<file path="src/hw/rtl/two_digit_segment_display_driver_unit_assert.svh">
// assertion macros shared by the display driver modules
// each use expects clk and rst in scope of the including module
`ifndef TWO_DIGIT_SEGMENT_DISPLAY_DRIVER_UNIT_ASSERT_SVH
`define TWO_DIGIT_SEGMENT_DISPLAY_DRIVER_UNIT_ASSERT_SVH

// same-cycle implication, off while in reset
`define TDSD_ASSERT_IMPL(label, ante, cons, msg) \
  label: assert property (@(posedge clk) disable iff (rst) (ante) |-> (cons)) \
    else $error(msg);

// next-cycle implication, off while in reset
`define TDSD_ASSERT_NEXT(label, ante, cons, msg) \
  label: assert property (@(posedge clk) disable iff (rst) (ante) |=> (cons)) \
    else $error(msg);

`endif

</file>
<file path="src/hw/rtl/tdsd_pkg.sv">
// types, operation codes and segment maps for the two-digit display driver
// no dependencies
package tdsd_pkg;

  localparam logic [1:0] OP_SHOW  = 2'd0;
  localparam logic [1:0] OP_BLANK = 2'd1;
  localparam logic [1:0] OP_UDOT  = 2'd2;
  localparam logic [1:0] OP_TDOT  = 2'd3;

  localparam logic [7:0] UNITS_DOT = 8'h10;
  localparam logic [7:0] TENS_DOT  = 8'h02;
  localparam logic [6:0] MAX_SHOWN = 7'd99;

  // divide by ten as multiply by 205 then shift by 11, exact for 0..99
  localparam logic [7:0] DIV10_MUL = 8'd205;
  localparam int DIV10_SHIFT = 11;

  localparam int Q_DEPTH = 2;
  localparam int Q_PTR_W = 1;
  localparam int Q_CNT_W = 2;

  localparam logic [3:0] LAST_BIT = 4'd15;

  typedef logic [7:0] seg_byte_t;

  typedef struct packed {
    seg_byte_t tens;
    seg_byte_t units;
  } seg_word_t;

  function automatic seg_byte_t units_map(input logic [3:0] d);
    seg_byte_t s;
    unique case (d)
      4'd0:    s = 8'hED;
      4'd1:    s = 8'h28;
      4'd2:    s = 8'hCE;
      4'd3:    s = 8'hAE;
      4'd4:    s = 8'h2B;
      4'd5:    s = 8'hA7;
      4'd6:    s = 8'hE7;
      4'd7:    s = 8'h2C;
      4'd8:    s = 8'hEF;
      4'd9:    s = 8'hAF;
      default: s = 8'h00;
    endcase
    return s;
  endfunction

  function automatic seg_byte_t tens_map(input logic [3:0] d);
    seg_byte_t s;
    unique case (d)
      4'd0:    s = 8'hED;
      4'd1:    s = 8'h41;
      4'd2:    s = 8'hDC;
      4'd3:    s = 8'hD5;
      4'd4:    s = 8'h71;
      4'd5:    s = 8'hB5;
      4'd6:    s = 8'hBD;
      4'd7:    s = 8'hC1;
      4'd8:    s = 8'hFD;
      4'd9:    s = 8'hF5;
      default: s = 8'h00;
    endcase
    return s;
  endfunction

endpackage

</file>
<file path="src/hw/rtl/tdsd_front.sv">
// front end: accepts operations, keeps the segment bytes and the blanking mode
// depends on tdsd_pkg
module tdsd_front (
  input  logic              clk,
  input  logic              rst,
  input  logic              cfg_wen,
  input  logic              cfg_wdata,
  input  logic              s_tvalid,
  output logic              s_tready,
  input  logic [1:0]        s_tuser,
  input  logic [7:0]        s_tdata,
  output logic              push,
  output tdsd_pkg::seg_word_t push_word,
  input  logic              q_room
);
  import tdsd_pkg::*;

  logic       blank_leading_zero;
  seg_byte_t  units_seg;
  seg_byte_t  tens_seg;
  seg_byte_t  units_next;
  seg_byte_t  tens_next;
  logic [6:0] value;
  logic       dot_on;
  logic [6:0] val_sat;
  logic [14:0] prod;
  logic [3:0] tens_d;
  logic [6:0] units_w;
  logic [3:0] units_d;
  seg_byte_t  udot;
  seg_byte_t  tdot;

  assign value  = s_tdata[6:0];
  assign dot_on = s_tdata[7];

  assign val_sat = (value > MAX_SHOWN) ? MAX_SHOWN : value;
  assign prod    = 15'(val_sat) * 15'(DIV10_MUL);
  assign tens_d  = prod[DIV10_SHIFT +: 4];
  assign units_w = val_sat - {tens_d, 3'b000} - {2'b00, tens_d, 1'b0};
  assign units_d = units_w[3:0];

  assign udot = units_seg & UNITS_DOT;
  assign tdot = tens_seg & TENS_DOT;

  always_comb begin
    units_next = units_seg;
    tens_next  = tens_seg;
    unique case (s_tuser)
      OP_SHOW: begin
        units_next = units_map(units_d) | udot;
        if (blank_leading_zero && (tens_d == 4'd0)) begin
          tens_next = tdot;
        end else begin
          tens_next = tens_map(tens_d) | tdot;
        end
      end
      OP_BLANK: begin
        units_next = udot;
        tens_next  = tdot;
      end
      OP_UDOT: begin
        units_next = dot_on ? (units_seg | UNITS_DOT) : (units_seg & ~UNITS_DOT);
      end
      OP_TDOT: begin
        tens_next = dot_on ? (tens_seg | TENS_DOT) : (tens_seg & ~TENS_DOT);
      end
      default: begin
        units_next = units_seg;
        tens_next  = tens_seg;
      end
    endcase
  end

  assign s_tready        = q_room;
  assign push            = s_tvalid && q_room;
  assign push_word.tens  = tens_next;
  assign push_word.units = units_next;

  always_ff @(posedge clk) begin
    if (rst) begin
      blank_leading_zero <= 1'b0;
      units_seg          <= '0;
      tens_seg           <= '0;
    end else begin
      if (cfg_wen) begin
        blank_leading_zero <= cfg_wdata;
      end
      if (push) begin
        units_seg <= units_next;
        tens_seg  <= tens_next;
      end
    end
  end

endmodule

</file>
<file path="src/hw/rtl/tdsd_queue.sv">
// two-entry queue of segment words between the front end and the shifter
// depends on tdsd_pkg and the assertion macro header
`include "two_digit_segment_display_driver_unit_assert.svh"
module tdsd_queue (
  input  logic              clk,
  input  logic              rst,
  input  logic              push,
  input  tdsd_pkg::seg_word_t push_word,
  output logic              q_room,
  input  logic              pop,
  output logic              q_valid,
  output tdsd_pkg::seg_word_t head
);
  import tdsd_pkg::*;

  seg_word_t            entries [Q_DEPTH];
  logic [Q_PTR_W-1:0]   wr_ptr;
  logic [Q_PTR_W-1:0]   rd_ptr;
  logic [Q_CNT_W-1:0]   count;

  assign q_room  = (count != Q_CNT_W'(Q_DEPTH));
  assign q_valid = (count != '0);
  assign head    = entries[rd_ptr];

  always_ff @(posedge clk) begin
    if (push) begin
      entries[wr_ptr] <= push_word;
    end
  end

  always_ff @(posedge clk) begin
    if (rst) begin
      wr_ptr <= '0;
      rd_ptr <= '0;
      count  <= '0;
    end else begin
      if (push) begin
        wr_ptr <= wr_ptr + 1'b1;
      end
      if (pop) begin
        rd_ptr <= rd_ptr + 1'b1;
      end
      if (push && !pop) begin
        count <= count + 1'b1;
      end else if (pop && !push) begin
        count <= count - 1'b1;
      end
    end
  end

  `TDSD_ASSERT_IMPL(a_no_push_full, push, count != Q_CNT_W'(Q_DEPTH), "push into full queue")
  `TDSD_ASSERT_IMPL(a_no_pop_empty, pop, count != '0, "pop from empty queue")
  `TDSD_ASSERT_NEXT(a_empty_holds, (count == '0) && !push, count == '0, "queue filled with no push")

endmodule

</file>
<file path="src/hw/rtl/tdsd_shifter.sv">
// back end: shifts each segment word out msb first with the latch mark on the last bit
// depends on tdsd_pkg and the assertion macro header
`include "two_digit_segment_display_driver_unit_assert.svh"
module tdsd_shifter (
  input  logic              clk,
  input  logic              rst,
  input  logic              q_valid,
  input  tdsd_pkg::seg_word_t head,
  output logic              pop,
  output logic              m_tvalid,
  input  logic              m_tready,
  output logic              out_bit,
  output logic              m_tlast
);
  import tdsd_pkg::*;

  logic        busy;
  logic [3:0]  cnt;
  logic [15:0] shreg;
  logic        advance;

  // output register may be refilled when empty or being taken
  assign advance = !m_tvalid || m_tready;
  assign pop     = advance && !busy && q_valid;

  always_ff @(posedge clk) begin
    if (rst) begin
      busy     <= 1'b0;
      cnt      <= '0;
      m_tvalid <= 1'b0;
      m_tlast  <= 1'b0;
    end else if (advance) begin
      if (busy) begin
        m_tvalid <= 1'b1;
        m_tlast  <= (cnt == LAST_BIT);
        cnt      <= cnt + 1'b1;
        busy     <= (cnt != LAST_BIT);
      end else if (q_valid) begin
        // first bit goes straight from the queue head
        m_tvalid <= 1'b1;
        m_tlast  <= 1'b0;
        cnt      <= 4'd1;
        busy     <= 1'b1;
      end else begin
        m_tvalid <= 1'b0;
        m_tlast  <= 1'b0;
      end
    end
  end

  always_ff @(posedge clk) begin
    if (advance) begin
      if (busy) begin
        out_bit <= shreg[15];
        shreg   <= {shreg[14:0], 1'b0};
      end else if (q_valid) begin
        out_bit <= head[15];
        shreg   <= {head[14:0], 1'b0};
      end
    end
  end

  `TDSD_ASSERT_IMPL(a_cnt_live, busy, cnt != '0, "bit counter zero while shifting")
  `TDSD_ASSERT_NEXT(a_last_ends, advance && busy && (cnt == LAST_BIT), !busy && m_tlast,
                    "word did not end on the sixteenth bit")
  `TDSD_ASSERT_IMPL(a_last_idle, m_tvalid && m_tlast, !busy, "shifter busy while last bit shown")

endmodule

</file>
<file path="src/hw/rtl/two_digit_segment_display_driver_unit.sv">
// top level of the two-digit seven-segment display driver
// depends on tdsd_pkg, tdsd_front, tdsd_queue and tdsd_shifter
//
// channel  dir  handshake          payload
// s_*      in   tvalid/tready      tuser: op; tdata: value, dot_on
// m_*      out  tvalid/tready      tdata: serial_bit; tlast: latch_now
// cfg_*    in   cfg_wen            cfg_wdata: blank_leading_zero
//
// every operation gives 16 output transfers; with m_tready held high words leave
// back to back, and the first bit of a word is registered into the queue entry and
// then into the shifter output register before it is offered, when the shifter is idle
// the front end takes an operation while the two-entry queue has room
// rst is synchronous and clears the segment bytes, blanking mode, queue and shifter
// a stall on m_tready holds the shifter; the front end keeps accepting until the queue fills
module two_digit_segment_display_driver_unit (
  input  logic       clk,
  input  logic       rst,
  input  logic       cfg_wen,
  input  logic       cfg_wdata,  // blank_leading_zero
  input  logic       s_tvalid,
  output logic       s_tready,
  input  logic [1:0] s_tuser,    // [1:0] op
  input  logic [7:0] s_tdata,    // [6:0] value, [7] dot_on
  output logic       m_tvalid,
  input  logic       m_tready,
  output logic [7:0] m_tdata,    // [0] serial_bit, [7:1] zero
  output logic       m_tlast
);
  import tdsd_pkg::*;

  logic      push;
  seg_word_t push_word;
  logic      q_room;
  logic      pop;
  logic      q_valid;
  seg_word_t head;
  logic      out_bit;

  tdsd_front u_front (
    .clk       (clk),
    .rst       (rst),
    .cfg_wen   (cfg_wen),
    .cfg_wdata (cfg_wdata),
    .s_tvalid  (s_tvalid),
    .s_tready  (s_tready),
    .s_tuser   (s_tuser),
    .s_tdata   (s_tdata),
    .push      (push),
    .push_word (push_word),
    .q_room    (q_room)
  );

  tdsd_queue u_queue (
    .clk       (clk),
    .rst       (rst),
    .push      (push),
    .push_word (push_word),
    .q_room    (q_room),
    .pop       (pop),
    .q_valid   (q_valid),
    .head      (head)
  );

  tdsd_shifter u_shifter (
    .clk      (clk),
    .rst      (rst),
    .q_valid  (q_valid),
    .head     (head),
    .pop      (pop),
    .m_tvalid (m_tvalid),
    .m_tready (m_tready),
    .out_bit  (out_bit),
    .m_tlast  (m_tlast)
  );

  assign m_tdata = {7'b0000000, out_bit};

endmodule
</file>
<file path="config.mk">
export PLATFORM = sky130hd
export DESIGN_NAME = two_digit_segment_display_driver_unit
export DESIGN_NICKNAME = d
export VERILOG_FILES = /design/src/hw/rtl/tdsd_pkg.sv /design/src/hw/rtl/tdsd_front.sv /design/src/hw/rtl/tdsd_queue.sv /design/src/hw/rtl/tdsd_shifter.sv /design/src/hw/rtl/two_digit_segment_display_driver_unit.sv
export VERILOG_INCLUDE_DIRS = /design/src /design/src/hw/rtl
export SDC_FILE = /design/constraint.sdc
export NUM_CORES = 1
export LEC_CHECK = 0
export BUFFER_PORTS_ARGS = -buffer_cell sky130_fd_sc_hd__buf_2
export CORE_MARGIN = 4
export CORE_UTILIZATION = 45
export DETAILED_ROUTE_END_ITERATION = 16
export PLACE_DENSITY = 0.7
export SLEW_MARGIN = 20
export SYNTH_ARGS = -nofsm -noshare
export SYNTH_HDL_FRONTEND = slang
export SYNTH_HIERARCHICAL = 1
export SYNTH_SLANG_ARGS = --single-unit
</file>
<file path="constraint.sdc">
create_clock -name clk -period 6.7 [get_ports clk]
set_input_delay 0.335 -clock clk [delete_from_list [all_inputs] [get_ports clk]]
set_output_delay 0.335 -clock clk [all_outputs]
set_load 0.01 [all_outputs]
</file>
==> impl_metrics.ini <==
[die]
die-height_um = 110.8
start_util_pct = 46.06
die_w_um = 110.8
fp.dieArea_sq_mm = 0.01227
core_sq_mm = 0.01032
ioPinCount = 27
core.rowCount = 37

[synth]
synth_cells = 411
synth_edf_count = 48
synth_seq_cells = 77
synthTopCellsByArea = edfxtp_1 30%, dfxtp_1 12%, ha_1 12%
synth_commonest_cells = 48 x edfxtp_1, 45 x ha_1, 36 x nand2_1
synth_top_area_cell = edfxtp_1
synth-async-reset-ratio_pct = 0
synth-simple-area-share_pct = 12.29
synth_area_per_cell_sq_um = 11.57
ys.flop_type = edfxtp_1
synthDistinctLibCells = 65
yosysMostFrequentCell = edfxtp_1
synth_top_family_by_area = adder cells
synthAdderAreaFrac_pct = 15.21
synth_compound_area_share_pct = 11.53
ys.warnings.count = 6
synth_area_sq_mm = 0.004755
synth_seq_area_share_pct = 42.53
synth_xor_area_share_pct = 3.316
synth_top_area_share_pct = 30.32
synth_mux_area_share_pct = 9.395

[global_routing]
grt_pass1_wl_um = 14350
grt_max_degree = 28
grt_pass1_vias = 3100
track_usage_pct = 14.04
overflow = 0
antenna_found_initial = 0

[clock_network]
ctsResizeCount = 0
clock_sinks = 77
cts_buffer_depth = 2
cts_setup_buffers = 0
clockRootBuffer = clkbuf_8
numCtsBuffers = 9
htreeDepth = 3
ctsHoldBuffers = 0
path_clk_slew_ns = 0.08
clk_latency_ns = 0.34
cts_tree = done

[sta]
fmax_ghz = 0.1743
fin_setup_tns_ns = 0
worst_pin_slew_ns = 0.9771
setup_viol = 0
rsz0062_at_grt = false
hold_slack_ns = 0.2315
finalCritPeriodShare_pct = 85.62
hold_viol = 0
finClkSkew_ns = 0.01183
setup_ws_ns = 0.9636
min_period_ns = 5.736
slew_viol_final = 0
max_slew_margin_pct = 34.79

[critical_path]
crit_top_cell = inv_1
cp.required_ns = 6.77
startpoint = s_tdata[5]
rr_startpoint = u_queue/count[0]
cp_max_fo = 13
ff2ff_path_depth = 4
start_kind = primary input
slowest_delay_ns = 0.54
crit_chain = buf_2 > nand2_1 > and2_1 > ha_1 > inv_1 > fa_1 > inv_1 > ha_1 > inv_1 > fa_1 > inv_1 > ha_1 > a21oi_1 > and2_1 > o21ai_2 > a21o_1 > xnor2_1 > inv_1 > ha_1 > a211oi_2 > xnor2_1 > xnor2_2 > mux2i_1 > o211ai_1
critical_path.endpoint_type = flop
cp_slowest_cell = xnor2_2
worstSetupPathType = primary input to flop
arrival_ns = 5.81

[drt]
wl_per_cell_um = 14.55
num_vias = 3024
drt-total-wl_um = 8296
drc = 0
vias_per_cell = 5.305
drt-pass1-iter-count = 5
ant_nets = 0
initialDrtViolationCount = 168

[status]
status = complete, no violations

[cells_and_area]
fin_area_sq_mm = 0.005095
area_delta_synth_final_pct = 7.158
fin_util_pct = 49.35
drive_gt1_share_pct = 18.89
nets = 498
regArea_sq_mm = 0.002022
fillers = 913
antenna_cells = 0
multiInputGateArea_sq_mm = 0.002486

[pwr]
p_leak_nw = 2.157
ir_drop_mv = 0.2451
power_density_mw_per_mm2 = 404.5

[flow_run]
drv_cap = 0

[worst_hold_path]
min_path_type = primary input to flop
min_path_cells = 3
min_from = cfg_wdata

[place]
dp_slack_ns = 0.6502
dpl_cell_area_sq_mm = 0.004908
dpl.hpwl_um = 6196
place.gp.congestion = 0.7825
port-buffer-count = 19
-- power by group --
group	internal, mW	switching, mW	total [mW]
Clock	0.142	0.179	0.321
Combinational	0.405	0.565	0.970
Sequential	0.708	0.0615	0.770
Total	1.26	0.805	2.06
-- logic make-up after synthesis --
kind of cell    count (synthesis)
buf+inv                        52
simple gates                  109
compound gates                 67
mux                            37
other cells                     1
fa+ha+maj                      53
xor+xnor                       15
flops                          77
-- area by class of cell --
class | instances | area share, %
Multi-Input combinational cell | 288 | 48.80
Timing Repair Buffer | 21 | 2.161
Clock buffer | 9 | 2.431
Inverter | 32 | 2.358
Sequential cell | 77 | 39.69
Tap cell | 136 | 3.340
Clock inverter | 7 | 1.228
-- critical path: cells and delay by family --
family | cells | cell delay, ns
AOI/OAI and AO/OA | 5 | 0.86
buffers and inverters | 6 | 0.58
adders and majority gates | 6 | 2.21
muxes | 1 | 0.34
xor gates and xnor gates | 3 | 0.97
and+or+nand+nor | 3 | 0.51
-- path summary, 6_finish.rpt --
kind	end	slack [ns]
max	u_queue/entries[1][6]	0.96
min	u_front/blank_leading_zero	0.23
max reg2reg	u_queue/entries[1][4]	4.72
min reg2reg	u_front/units_seg[4]	0.46
-- cells in the final DEF (no fill, tap or decap), types with 3 or more instances in the layout --
cell,synthesis,layout
buf_2,1,19
ha_1,45,45
nand3_1,11,11
inv_6,0,3
clkbuf_8,0,9
and2_1,4,4
edfxtp_1,48,48
mux2i_1,3,3
nor2b_1,6,6
mux2_4,9,9
fa_1,8,8
nand2b_1,3,3
a22o_1,14,14
a21o_1,3,3
xor2_1,6,6
mux2_1,16,16
o21ai_0,9,9
nand2_1,36,36
a32oi_1,4,4
conb_1,1,7
or2_2,5,5
a21oi_1,13,13
nor2_1,16,16
o211ai_1,6,6
mux2_2,9,9
inv_1,32,32
dfxtp_1,29,29
and3_1,3,3
nand4_1,5,5
xnor2_1,7,7
-- stage by stage --
stage                     cells  power [mW]
after CTS                   570       2.071
after floorplan             417       1.580
after global routing        570       2.232
after global placement      554       1.709
final                       570       2.061
after detailed placement    554       1.744
-- registers in the layout, indices dropped and copies added (netlist names), named ones only --
signal                      cells
u_shifter/m_tvalid              1
u_shifter/busy                  1
u_queue/wr_ptr                  1
u_shifter/shreg                15
u_queue/count                   2
u_shifter/m_tlast               1
u_front/units_seg               8
u_shifter/out_bit               1
u_queue/entries                32
u_front/tens_seg                8
u_front/blank_leading_zero      1
u_shifter/cnt                   4
u_queue/rd_ptr                  1
-- per-layer routing --
metal | vias to the layer above | global-route usage, % | routed length [um]
li1 | 1505 | - | -
met4 | 0 | 3.941 | 127
met1 | 1451 | 18.03 | 3921
met5 | - | 0 | 0
met2 | 57 | 23.91 | 3972
met3 | 11 | 3.002 | 274
No activity file was read; power rests on OpenSTA's default activity.
